[src/design/cmbm_pkg.sv]
`default_nettype none

package cmbm_pkg;

   // Field widths of the bus access and of its translation.
   localparam int ADDR_W     = 16;
   localparam int DATA_W     = 8;
   localparam int MODE_W     = 3;
   localparam int ROM_ADDR_W = 22;

   // Default PRG ROM address width, allowed range 15 to 22.
   localparam int PRG_ADDR_BITS_DEFAULT = 22;

   // Access kinds.
   localparam logic ACTION_READ  = 1'b0;
   localparam logic ACTION_WRITE = 1'b1;

   // Mapping modes held in the mode latch.
   localparam logic [MODE_W-1:0] MODE_32K_A     = 3'd0;
   localparam logic [MODE_W-1:0] MODE_16K_SPLIT = 3'd1;
   localparam logic [MODE_W-1:0] MODE_8K_A      = 3'd2;
   localparam logic [MODE_W-1:0] MODE_16K_A     = 3'd3;
   localparam logic [MODE_W-1:0] MODE_32K_B     = 3'd4;
   localparam logic [MODE_W-1:0] MODE_WRAM      = 3'd5;
   localparam logic [MODE_W-1:0] MODE_8K_B      = 3'd6;
   localparam logic [MODE_W-1:0] MODE_16K_B     = 3'd7;

   // CPU address window boundaries.
   localparam logic [ADDR_W-1:0] WRAM_BASE  = 16'h6000;
   localparam logic [ADDR_W-1:0] ROM_BASE   = 16'h8000;
   localparam logic [ADDR_W-1:0] UPPER_BASE = 16'hC000;
   localparam logic [ADDR_W-1:0] LATCH_BASE = 16'hF000;

   // Bit of the bank byte that selects horizontal mirroring.
   localparam int MIRROR_BIT = 6;

   // Contents of the mode and bank latch.
   typedef struct packed {
      logic [MODE_W-1:0] mode;
      logic [DATA_W-1:0] bank;
   } latch_state_type;

   // Translation of one CPU address.
   typedef struct packed {
      logic [ROM_ADDR_W-1:0] rom_address;
      logic                  selected;
   } map_result_type;

endpackage

`default_nettype wire

[src/design/cartridge_multimode_bank_mapper.sv]
`default_nettype none

// Cartridge bank mapper for a multimode game cartridge.
// The request channel (req_) carries one bus access per item: its kind, the
// CPU address and the write data. A write to $F000-$FFFF loads address bits
// 2..0 as the mode and the data byte as the bank; other writes are ignored.
// The response channel (rsp_) returns one item per request: the PRG ROM
// address and select for the CPU address under the latch after this access,
// whether the write was taken, the pattern RAM write enable and mirroring.
// Items pass an input register and an output register. A request accepted
// into the input register moves on into the output register, which presents
// its response; one item is taken per cycle while the receiver does not stall.
// The latch is updated when the item moves into the output register.
// Reset is synchronous and empties both item registers and clears the latch to
// mode 0, bank 0. When the receiver stalls, the response holds, the item
// behind it waits in the input register, and req_stall rises only once that
// register is full; a single free register keeps the request side moving.
module cartridge_multimode_bank_mapper
   import cmbm_pkg::*;
#(
   parameter int PRG_ADDR_BITS = PRG_ADDR_BITS_DEFAULT
)
(
   input  wire logic                  clock,
   input  wire logic                  reset,
   input  wire logic                  req_valid,
   output logic                       req_stall,
   input  wire logic                  req_action,
   input  wire logic [ADDR_W-1:0]     req_cpu_address,
   input  wire logic [DATA_W-1:0]     req_write_data,
   output logic                       rsp_valid,
   input  wire logic                  rsp_stall,
   output logic [ROM_ADDR_W-1:0]      rsp_rom_address,
   output logic                       rsp_rom_selected,
   output logic                       rsp_write_taken,
   output logic                       rsp_chr_write_enable,
   output logic                       rsp_mirror_horizontal
);

   logic              in_valid_ff;
   logic              in_action_ff;
   logic [ADDR_W-1:0] in_address_ff;
   logic [DATA_W-1:0] in_data_ff;

   logic                  rsp_valid_ff;
   logic [ROM_ADDR_W-1:0] rsp_rom_address_ff;
   logic                  rsp_rom_selected_ff;
   logic                  rsp_write_taken_ff;
   logic                  rsp_chr_write_enable_ff;
   logic                  rsp_mirror_horizontal_ff;

   logic            out_ready;
   logic            advance;
   logic            taken;
   latch_state_type cur_state;
   latch_state_type new_state;
   latch_state_type eff_state;
   map_result_type  map_result;
   logic            chr_we;

   // Handshake: the output register frees when empty or being drained.
   assign out_ready = !rsp_valid_ff || !rsp_stall;
   assign advance   = in_valid_ff && out_ready;
   assign req_stall = in_valid_ff && !out_ready;

   // Input register.
   always_ff @(posedge clock) begin
      if (reset) begin
         in_valid_ff <= 1'b0;
      end else if (!req_stall) begin
         in_valid_ff <= req_valid;
      end
   end

   always_ff @(posedge clock) begin
      if (!req_stall && req_valid) begin
         in_action_ff  <= req_action;
         in_address_ff <= req_cpu_address;
         in_data_ff    <= req_write_data;
      end
   end

   // Decode a latch write and form the latch contents after this item.
   assign taken = in_valid_ff && in_action_ff == ACTION_WRITE &&
                  in_address_ff >= LATCH_BASE;
   assign new_state.mode = in_address_ff[MODE_W-1:0];
   assign new_state.bank = in_data_ff;
   assign eff_state      = taken ? new_state : cur_state;

   cmbm_latch u_latch (
      .clock    (clock),
      .reset    (reset),
      .wr_en    (advance && taken),
      .wr_state (new_state),
      .state    (cur_state)
   );

   cmbm_map #(
      .PRG_ADDR_BITS (PRG_ADDR_BITS)
   ) u_map (
      .cpu_address (in_address_ff),
      .state       (eff_state),
      .result      (map_result)
   );

   // Pattern RAM is writable in the split, 8K and work RAM modes.
   assign chr_we = eff_state.mode == MODE_16K_SPLIT || eff_state.mode == MODE_8K_A ||
                   eff_state.mode == MODE_WRAM || eff_state.mode == MODE_8K_B;

   // Output register.
   always_ff @(posedge clock) begin
      if (reset) begin
         rsp_valid_ff <= 1'b0;
      end else if (out_ready) begin
         rsp_valid_ff <= in_valid_ff;
      end
   end

   always_ff @(posedge clock) begin
      if (advance) begin
         rsp_rom_address_ff       <= map_result.rom_address;
         rsp_rom_selected_ff      <= map_result.selected;
         rsp_write_taken_ff       <= taken;
         rsp_chr_write_enable_ff  <= chr_we;
         rsp_mirror_horizontal_ff <= eff_state.bank[MIRROR_BIT];
      end
   end

   assign rsp_valid             = rsp_valid_ff;
   assign rsp_rom_address       = rsp_rom_address_ff;
   assign rsp_rom_selected      = rsp_rom_selected_ff;
   assign rsp_write_taken       = rsp_write_taken_ff;
   assign rsp_chr_write_enable  = rsp_chr_write_enable_ff;
   assign rsp_mirror_horizontal = rsp_mirror_horizontal_ff;

   // A taken write shows up in the latch in the following cycle.
   assert property (@(posedge clock) disable iff (reset)
      advance && taken |=> cur_state.mode == $past(in_address_ff[MODE_W-1:0]) &&
                           cur_state.bank == $past(in_data_ff))
      else $error("latch did not load a taken write");

   // Without a taken write the latch holds.
   assert property (@(posedge clock) disable iff (reset)
      !(advance && taken) |=> $stable(cur_state))
      else $error("latch changed without a taken write");

   // A waiting response matches the latch it was computed from.
   assert property (@(posedge clock) disable iff (reset)
      rsp_valid_ff |-> rsp_mirror_horizontal_ff == cur_state.bank[MIRROR_BIT])
      else $error("mirroring out of step with the latch");

   // Unmapped accesses carry a zero ROM address.
   assert property (@(posedge clock) disable iff (reset)
      rsp_valid_ff && !rsp_rom_selected_ff |-> rsp_rom_address_ff == '0)
      else $error("nonzero address on an unmapped access");

endmodule

`default_nettype wire

[src/design/cmbm_latch.sv]
`default_nettype none

module cmbm_latch
   import cmbm_pkg::*;
(
   input  wire logic            clock,
   input  wire logic            reset,
   input  wire logic            wr_en,
   input  wire latch_state_type wr_state,
   output latch_state_type      state
);

   latch_state_type state_ff;
   latch_state_type state_in;

   // A taken write replaces mode and bank together.
   always_comb begin
      state_in = state_ff;
      if (wr_en) begin
         state_in = wr_state;
      end
   end

   always_ff @(posedge clock) begin
      if (reset) begin
         state_ff <= '0;
      end else begin
         state_ff <= state_in;
      end
   end

   assign state = state_ff;

endmodule

`default_nettype wire

[src/design/cmbm_map.sv]
`default_nettype none

module cmbm_map
   import cmbm_pkg::*;
#(
   parameter int PRG_ADDR_BITS = PRG_ADDR_BITS_DEFAULT
)
(
   input  wire logic [ADDR_W-1:0] cpu_address,
   input  wire latch_state_type   state,
   output map_result_type         result
);

   localparam logic [ROM_ADDR_W-1:0] WRAP_MASK =
      ROM_ADDR_W'((64'd1 << PRG_ADDR_BITS) - 64'd1);

   logic [DATA_W-1:0]     d;
   logic [DATA_W:0]       e;
   logic [ROM_ADDR_W-1:0] addr;
   logic                  selected;

   // The 8K bank number is the bank byte with its top bit repeated below.
   assign d = state.bank;
   assign e = {d, d[DATA_W-1]};

   // Select the bank layout for the address window and the current mode.
   always_comb begin
      addr     = '0;
      selected = 1'b0;
      if (cpu_address >= ROM_BASE) begin
         selected = 1'b1;
         unique case (state.mode)
            MODE_32K_A, MODE_32K_B: begin
               addr = {d[7:1], cpu_address[14:0]};
            end
            MODE_16K_SPLIT: begin
               if (cpu_address < UPPER_BASE) begin
                  addr = {d, cpu_address[13:0]};
               end else begin
                  addr = {d[7:3], 3'b111, cpu_address[13:0]};
               end
            end
            MODE_8K_A, MODE_8K_B: begin
               addr = {e, cpu_address[12:0]};
            end
            MODE_16K_A, MODE_16K_B: begin
               addr = {d, cpu_address[13:0]};
            end
            MODE_WRAM: begin
               addr = {d[7:3], 2'b11, cpu_address[14:0]};
            end
            default: begin
               addr = '0;
            end
         endcase
      end else if (cpu_address >= WRAM_BASE && state.mode == MODE_WRAM) begin
         selected = 1'b1;
         addr     = {e, cpu_address[12:0]};
      end
   end

   // The ROM address wraps at the configured width.
   assign result.rom_address = addr & WRAP_MASK;
   assign result.selected    = selected;

endmodule

`default_nettype wire
[config.mk]
export PLATFORM = sky130hd
export DESIGN_NAME = cartridge_multimode_bank_mapper
export DESIGN_NICKNAME = d
export VERILOG_FILES = /design/src/design/cmbm_pkg.sv /design/src/design/cartridge_multimode_bank_mapper.sv /design/src/design/cmbm_latch.sv /design/src/design/cmbm_map.sv
export SDC_FILE = /design/constraint.sdc
export NUM_CORES = 1
export LEC_CHECK = 0
export BUFFER_PORTS_ARGS = -buffer_cell sky130_fd_sc_hd__clkbuf_2
export CORE_ASPECT_RATIO = 0.7
export CORE_MARGIN = 2
export CORE_UTILIZATION = 35
export DETAILED_ROUTE_END_ITERATION = 16
export PLACE_DENSITY = 0.52
export SLEW_MARGIN = 20
export SYNTH_ARGS = -nofsm -noshare
export SYNTH_HDL_FRONTEND = slang
export SYNTH_SLANG_ARGS = --single-unit
export TNS_END_PERCENT = 20
[constraint.sdc]
create_clock -name clock -period 5.9 [get_ports clock]
set_clock_uncertainty 0.2 [all_clocks]
set_input_delay 0 -clock clock [delete_from_list [all_inputs] [get_ports clock]]
set_output_delay 0 -clock clock [all_outputs]
set_load 0.02 [all_outputs]
=== Word level (Yosys, flattened, before mapping) ===
Index checks and enable logic that the tools add are counted.

* Reduce and logical (&&, ||, !) cells: 19
* Multiplexer cells: 6
* $lt $le $gt $ge: 4
* Eq/ne operators: 7

{| class="wikitable"
|+ Operators with widths
! operator !! number
|-
| one-hot mux 22 bit (5 select lines) || 1
|-
| 2-to-1 mux 22 bit || 2
|-
| >= comparator 16 bit, second input constant || 2
|-
| 2-to-1 mux 17 bit || 1
|-
| >= comparator 16 x 15 -> 1 bit, second input constant || 1
|-
| less-than comparator 16 bit, second input constant || 1
|-
| equality test 3 bit, second input constant || 4
|-
| 2-to-1 mux 11 bit || 1
|-
| logical AND 1 bit || 7
|-
| equality test 3 x 2 -> 1 bit, second input constant || 2
|-
| OR reduction 2 bit || 3
|-
| zero test 1 bit || 4
|-
| logical OR 1 bit || 4
|-
| equality test 3 x 1 -> 1 bit, second input constant || 1
|-
| zero test 3 bit || 1
|-
| 2-to-1 mux 1 bit || 1
|}

* Logic and storage cells: 48
* Output and inout bits: 28
* Register bits: 64
* Bits of input ports: 29

=== Logic depth before layout (Yosys ltp) ===
Gate-level depths: netlist of run 1.

* Depth in word-level cells: 7
* Gate-level depth with buffers: 12
* Mapped depth without buffers: 10

=== Hierarchy ===
From an unflattened synthesis of run 1, not the netlist that was laid out.

* Cells, all modules: 155
* Area total of the unflattened synthesis: 2,547.4 sq um

{| class="wikitable"
|+ Modules (own cells, without submodules)
! module !! times used !! cells an instance !! seq. area each (sq um) !! area an instance (sq um)
|-
| cartridge_multimode_bank_mapper || 1 || 79 || 1,571.5 || 1,844.3
|-
| cmbm_latch || 1 || 35 || 220.2 || 386.6
|-
| cmbm_map || 1 || 41 || 0.0 || 316.6
|}

=== Worst setup path after synthesis of run 1 ===
No wires, ideal clock.

* Path type: register -> register
* Start: reg rsp_valid_ff (netlist: rsp_valid)
* End: reg rsp_chr_write_enable_ff (netlist: rsp_chr_write_enable) (enable)
* Path buffers: 0
* Setup time: 449 ps
* Cell stages (with the launch flop): 2
* Setup slack: 2,904 ps
* Required time: 5,251 ps
* Arrival: 2,347 ps
* Clock period less this slack: 2,996 ps
* Cell sequence: dfxtp_1 a21boi_0

* Cells in the longest elaborated chain, start to end: 3

{| class="wikitable"
|+ Ends and longest elaborated chain
! what !! line !! source
|-
| from (decl) || cartridge_multimode_bank_mapper.sv:45 || <nowiki>logic rsp_valid_ff;</nowiki>
|-
| from (signal assigned) || cartridge_multimode_bank_mapper.sv:115 || <nowiki>rsp_valid_ff <= in_valid_ff;</nowiki>
|-
| zero test 1 bit || cartridge_multimode_bank_mapper.sv:62 || <nowiki>assign out_ready = !rsp_valid_ff || !rsp_stall;</nowiki>
|-
| logical OR 1 bit || cartridge_multimode_bank_mapper.sv:62 ||
|-
| logical AND 1 bit || cartridge_multimode_bank_mapper.sv:63 || <nowiki>assign advance = in_valid_ff && out_ready;</nowiki>
|-
| named net advance || cartridge_multimode_bank_mapper.sv:53 || <nowiki>logic advance;</nowiki>
|-
| to (signal assigned) || cartridge_multimode_bank_mapper.sv:124 || <nowiki>rsp_chr_write_enable_ff <= chr_we;</nowiki>
|-
| to (decl) || cartridge_multimode_bank_mapper.sv:49 || <nowiki>logic rsp_chr_write_enable_ff;</nowiki>
|}

The timed path passes the listed nets, and every way through them passes these cells.
A chain may end at the register's enable or synchronous reset.

==> impl_metrics.toml, run 1 <==
[floorplan]
start_util = 0.3646
fp.dieH_um = 74.52
ioPinCount = 57
row_count = 25
die_area_mm2 = 0.007804
die_w_um = 104.7
core_mm2 = 0.006819

[critical_path]
critPathCaptureType = "register"
crit_path_top_delay_cell = "and2_1"
start_kind = "register"
required_ns = 5.80
reg2reg_from = "in_address_ff[15]"
crit_chain = "nand4_2 > or2_1 > clkinv_4 > mux2i_1 > inv_1 > ha_1 > nand4_1 > and2_1 > inv_1 > and2_1"
crit-reg2reg-capture = "rsp_rom_address[20]"
r2r_cells = 10
arrival_ns = 3.34
crit_path_start = "in_address_ff[15]"
rrSetupSlack_ns = 2.46
path_max_fanout = 20
max_stage_delay_ns = 0.67
crit_type = "reg -> reg"

[route]
dr.first_iter.drc_count = 66
vias_per_cell = 4.376
final_antenna_net_count = 0
num_vias = 1593
first_pass_iters = 4
wirelength_mm = 4.806
wl_per_cell_um = 13.20
drc_errors = 0

[clock_network]
postCtsSetupBuffers = 0
clk_pin_slew_ns = 0.07
cts_root_buffer = "clkbuf_8"
cts_made_buffers = 9
cts_tree = "yes"
insertion_delay_ns = 0.34
cts.sinks = 64
h-tree-depth = 3
cts_max_path_buffers = 2

[grt]
antenna_found_initial = 0
overflow = 0
grt_max_degree = 26
grt_pass1_vias = 1505
grt_pass1_wl_mm = 7.541
grt.total_usage = 0.1310

[sta]
worst_hold_slack_ns = 0.1730
worst_pin_slew_ns = 0.8071
rsz0062_at_grt = "false"
setup-tns-final_ns = 0
max_freq_mhz = 291.0
fin_crit_ns = 3.436
final_max_slew_viol_count = 0
relSlewSlack = 0.4619
finalCritPeriodShare = 0.5824
setup_viol_count_final = 0
hold_viol_final = 0

[pwr]
peakVddDrop_v = 0.0001213
powerDensity_mw_per_mm2 = 269.6
leakage_nw = 1.275

[finish]
num-nets-final = 298
fill_cells = 621
diodes = 0
area_delta_synth_final_pct = 35.33
layout-drive-gt1-share = 0.3074
stdcell_area_mm2 = 0.003364

[yosys]
synth_seq_area_share = 0.7207
syn_nets = 202
synth_cell_type_count = 35
ys_warn_count = 0
synthCells = 169
syn-mean-instance-area_um2 = 14.71
synthesis.area_mm2 = 0.002486
ys_ff_latch = 64

[run]
maxCapViolCount = 0

[placement]
place_hpwl_mm = 3.079
gp_congestion = 0.7686
dpl_cell_area_mm2 = 0.002883
port_buffers = 56

[hold_path]
min-delay-start = "req_cpu_address[0]"
hold_path_depth = 2
hold_end = "in_address_ff[0]"
hp-class = "in -> reg"

[outcome]
status = "completed"
cells in the mapped netlist (all sizes together):
cell type	n	share of area
nand3	2	0.0040
a211oi	3	0.011
or2	1	0.0025
clkbuf	3	0.0045
nand4	2	0.0075
mux2i	15	0.060
nor2b	15	0.038
nor2	19	0.029
nor4	1	0.0050
o2bb2ai	1	0.0035
dfxtp	13	0.10
o311ai	1	0.0035
a21oi	5	0.010
nor3	2	0.0040
inv	6	0.0091
clkinv	1	0.0035
nand2b	1	0.0025
nor4b	1	0.0035
ha	4	0.020
o22ai	1	0.0025
mux2	1	0.0060
and2	2	0.0050
o22a	1	0.0035
o41ai	1	0.0035
o21ai	3	0.0060
and3	1	0.0025
a311oi	1	0.0060
a21boi	1	0.0030
buf	2	0.0075
edfxtp	51	0.62
nand2	8	0.012
cell usage in the layout (no fill, tap or decap), types with 2 or more instances in the layout:
cell type	Yosys	layout
a211oi_1	2	2
a21oi_1	5	5
and2_1	2	2
buf_4	1	3
clkbuf_2	0	56
clkbuf_8	0	9
clkinv_2	0	3
clkinv_4	1	2
clkinvlp_4	0	2
dfxtp_1	13	13
dlygate4sd3_1	0	31
edfxtp_1	51	51
ha_1	4	4
inv_1	6	6
mux2i_1	15	15
nand2_1	8	8
nand3_1	2	2
nor2_1	19	19
nor2b_1	15	14
nor3_1	2	2
o21ai_0	2	2
metal layers:
| metal | global-route usage | vias up | part of all wire | routed length [um] |
|---|---|---|---|---|
| met5 | 0 | - | 0 | 0 |
| met4 | 0.06222 | 0 | 0.010 | 48 |
| met3 | 0.04645 | 8 | 0.053 | 254 |
| met2 | 0.1970 | 45 | 0.45 | 2140 |
| met1 | 0.1722 | 734 | 0.49 | 2363 |
| li1 | - | 806 | - | - |
cell type report:
class | instances | area (um^2) | share of cell area
sequential | 64 | 1792 | 0.5325
tap | 94 | 117.6 | 0.03496
multi-input combinational | 93 | 639.4 | 0.1900
timing repair buffer | 90 | 613.1 | 0.1822
clock buffer | 9 | 123.9 | 0.03682
inverter | 7 | 31.28 | 0.009297
clock inverter | 7 | 47.55 | 0.01413
state kept, by name, summed over array words and instances, names as in the netlist, 8 cells and up:
name	cells
in_address_ff	16
rsp_rom_address	22
in_data_ff	8
u_latch.state	11
stage by stage:
step / util / instances / total power [mW] / setup WS (ns)
after floorplan: - / 169 / 0.5548 / 2.904
after global placement: 0.4228 / 317 / 0.5808 / 2.568
after detailed placement: 0.4228 / 317 / 0.5806 / 2.440
after CTS: 0.4934 / 364 / 0.9217 / 2.426
after global routing: 0.4934 / 364 / 0.9462 / 2.159
final: 0.4934 / 364 / 0.9070 / 2.464
kinds of logic after synthesis:
family,share of synthesized area
DFF,0.7207
and+or+nand+nor,0.1153
AOI/OAI and AO/OA,0.05284
muxes,0.06643
buffers and inverters,0.02466
adders and majority gates,0.02013
critical path, delay by kind of cell (launching register included):
kind	cells	cell delay, ns
flops	1	0.46
fa+ha+maj	1	0.27
simple gates	5	1.57
mux	1	0.32
buf+inv	3	0.37
how the worst max path moves through the flow:
| stage | depth (start not counted) | endpoint | slack, ns |
|---|---|---|---|
| global route | 10 | rsp_rom_address[20] | 2.16 |
| CTS | 10 | rsp_rom_address[20] | 2.43 |
| floorplan | 1 | rsp_chr_write_enable | 2.90 |
| global placement | 10 | rsp_rom_address[20] | 2.57 |
| finish | 10 | rsp_rom_address[20] | 2.46 |
| detailed placement | 10 | rsp_rom_address[20] | 2.44 |
report_power, final:
part           leakage, nW  total, mW  internal, mW  switching (mW)
combinational        0.592     0.0685        0.0325          0.0360
clock               0.0854      0.321         0.152           0.170
sequential           0.598      0.517         0.509         0.00867
repair_timing:
item / in CTS / in global routing
hold endpoints to repair: 38 / 0
hold buffers: 31 / 0
gates resized for setup: 0 / 0
No activity file was read; power rests on OpenSTA's default activity.
==> run 2, diff against run 1 <==
Settings changed: PLACE_DENSITY 0.52 to 0.54.
Clock period 5.9 ns to 3 ns, I/O delays scaled along.
==> run 2 against run 1 <==
Non-clock buffer count increased by 10. Global-route usage increased by 1.3 points. Setup slack got worse by 2.2 ns. Routed wire length is 5.6% higher. Die area stayed put. Count of clock-buffer cells in the layout rose by 1. Sequential cell count did not move. Largest cell class unchanged.
==> impl_metrics.toml, run 2 (synthesized netlist as in run 1, its figures left out) <==
[placement]
dpl_cell_area_mm2 = 0.002943
gp_congestion = 0.8532
place_hpwl_mm = 3.419
port_buffers = 56

[route]
first_pass_iters = 4
wirelength_mm = 5.075
vias_per_cell = 4.388
num_vias = 1641
dr.first_iter.drc_count = 71
wl_per_cell_um = 13.57
final_antenna_net_count = 0
drc_errors = 0

[critical_path]
path_max_fanout = 9
crit_type = "reg -> reg"
required_ns = 2.88
reg2reg_from = "in_address_ff[15]"
arrival_ns = 2.66
start_kind = "register"
crit-reg2reg-capture = "rsp_rom_address[15]"
rrSetupSlack_ns = 0.23
r2r_cells = 10
critPathCaptureType = "register"

[hold_path]
hold_end = "in_data_ff[7]"
hold_path_depth = 2
hp-class = "in -> reg"
min-delay-start = "req_write_data[7]"

[sta]
max_freq_mhz = 360.4
relSlewSlack = 0.6825
rsz0062_at_grt = "false"
finalCritPeriodShare = 0.9248
final_max_slew_viol_count = 0
setup-tns-final_ns = 0
setup_viol_count_final = 0
worst_pin_slew_ns = 0.4734
worst_hold_slack_ns = 0.1745
fin_crit_ns = 2.774
hold_viol_final = 0

[clock_network]
cts_max_path_buffers = 2
clk_pin_slew_ns = 0.07
cts.sinks = 64
insertion_delay_ns = 0.34
h-tree-depth = 3
cts_root_buffer = "clkbuf_8"
cts_tree = "yes"
cts_made_buffers = 9

[finish]
mostFrequentLayoutCells = "56 x clkbuf_2, 51 x edfxtp_1, 31 x dlygate4sd3_1"
diodes = 0
stdcell_area_mm2 = 0.003488
seqCellArea_mm2 = 0.001792
largest_reg_flops = 22
multi_input_area_um2 = 649.4
fill_cells = 629
layout-drive-gt1-share = 0.3321
num-nets-final = 308
area_delta_synth_final_pct = 40.31
mostFrequentLayoutCell = "clkbuf_2"

[floorplan]
row_count = 25
start_util = 0.3646
fp.dieH_um = 74.52
core_mm2 = 0.006819
die_w_um = 104.7
die_area_mm2 = 0.007804
ioPinCount = 57

[grt]
grt_pass1_vias = 1655
antenna_found_initial = 0
grt.total_usage = 0.1436
grt_max_degree = 20
overflow = 0
grt_pass1_wl_mm = 8.286

[pwr]
leakage_nw = 1.348
peakVddDrop_v = 0.0002817
powerDensity_mw_per_mm2 = 558.0
p_total_mw = 1.946

[run]
maxCapViolCount = 0

[outcome]
status = "completed"
run 2: how the worst max path moves through the flow:
stage	start	end	slack [ns]	cells past startpoint
after detailed placement	in_address_ff[15]	rsp_rom_address[15]	0.07	10
final	in_address_ff[15]	rsp_rom_address[15]	0.23	10
after CTS	in_address_ff[15]	rsp_rom_address[15]	0.06	10
after floorplan	rsp_valid	rsp_chr_write_enable	0.004	1
after global placement	in_address_ff[15]	rsp_rom_address[15]	0.16	10
after global routing	in_address_ff[15]	rsp_rom_address[20]	0.03	11
run 2: what timing repair did:
action,4_1_cts,5_1_grt
resized for setup,0,2
hold buffers,31,0
endpoints found under the hold margin,45,0
setup endpoints to repair,0,3
buffers inserted,0,2
run 2: report_power, final:
part / total [mW] / internal, mW / switching, mW
sequential: 1.02 / 1.00 / 0.0157
combinational: 0.146 / 0.0707 / 0.0757
clock: 0.784 / 0.465 / 0.319
total: 1.95 / 1.54 / 0.410
run 2: layout make-up:
type | instances | area share
timing repair buffer | 100 | 0.1973
clock buffer | 10 | 0.03659
sequential | 64 | 0.5136
tap | 94 | 0.03372
multi-input combinational | 93 | 0.1862
clock inverter | 6 | 0.02367
inverter | 7 | 0.008967
run 2: layer usage:
metal / vias to the layer above / routed length, um / GRT usage
met5: - / 0 / 0
met4: 0 / 52 / 0.06074
met3: 4 / 278 / 0.05609
met2: 51 / 2226 / 0.2100
met1: 759 / 2518 / 0.1924
li1: 827 / - / -
run 2: metrics by stage:
stage	setup WS (ns)	util	std cells
finish	0.2256	0.5116	374
global route	0.03020	0.5116	374
CTS	0.06236	0.5079	372
detailed placement	0.07299	0.4316	325
global placement	0.1586	0.4316	325
floorplan	0.004003	-	169
run 2: critical path, cell delays in order (launching register included):
cell and delay, ns:
edfxtp_1 0.43, nand4_2 0.12, or2_1 0.27, clkinv_4 0.12, mux2i_1 0.30, inv_1 0.10, ha_1 0.22, nor4b_2 0.30
o41ai_1 0.14, a311oi_2 0.23, nor3_1 0.08
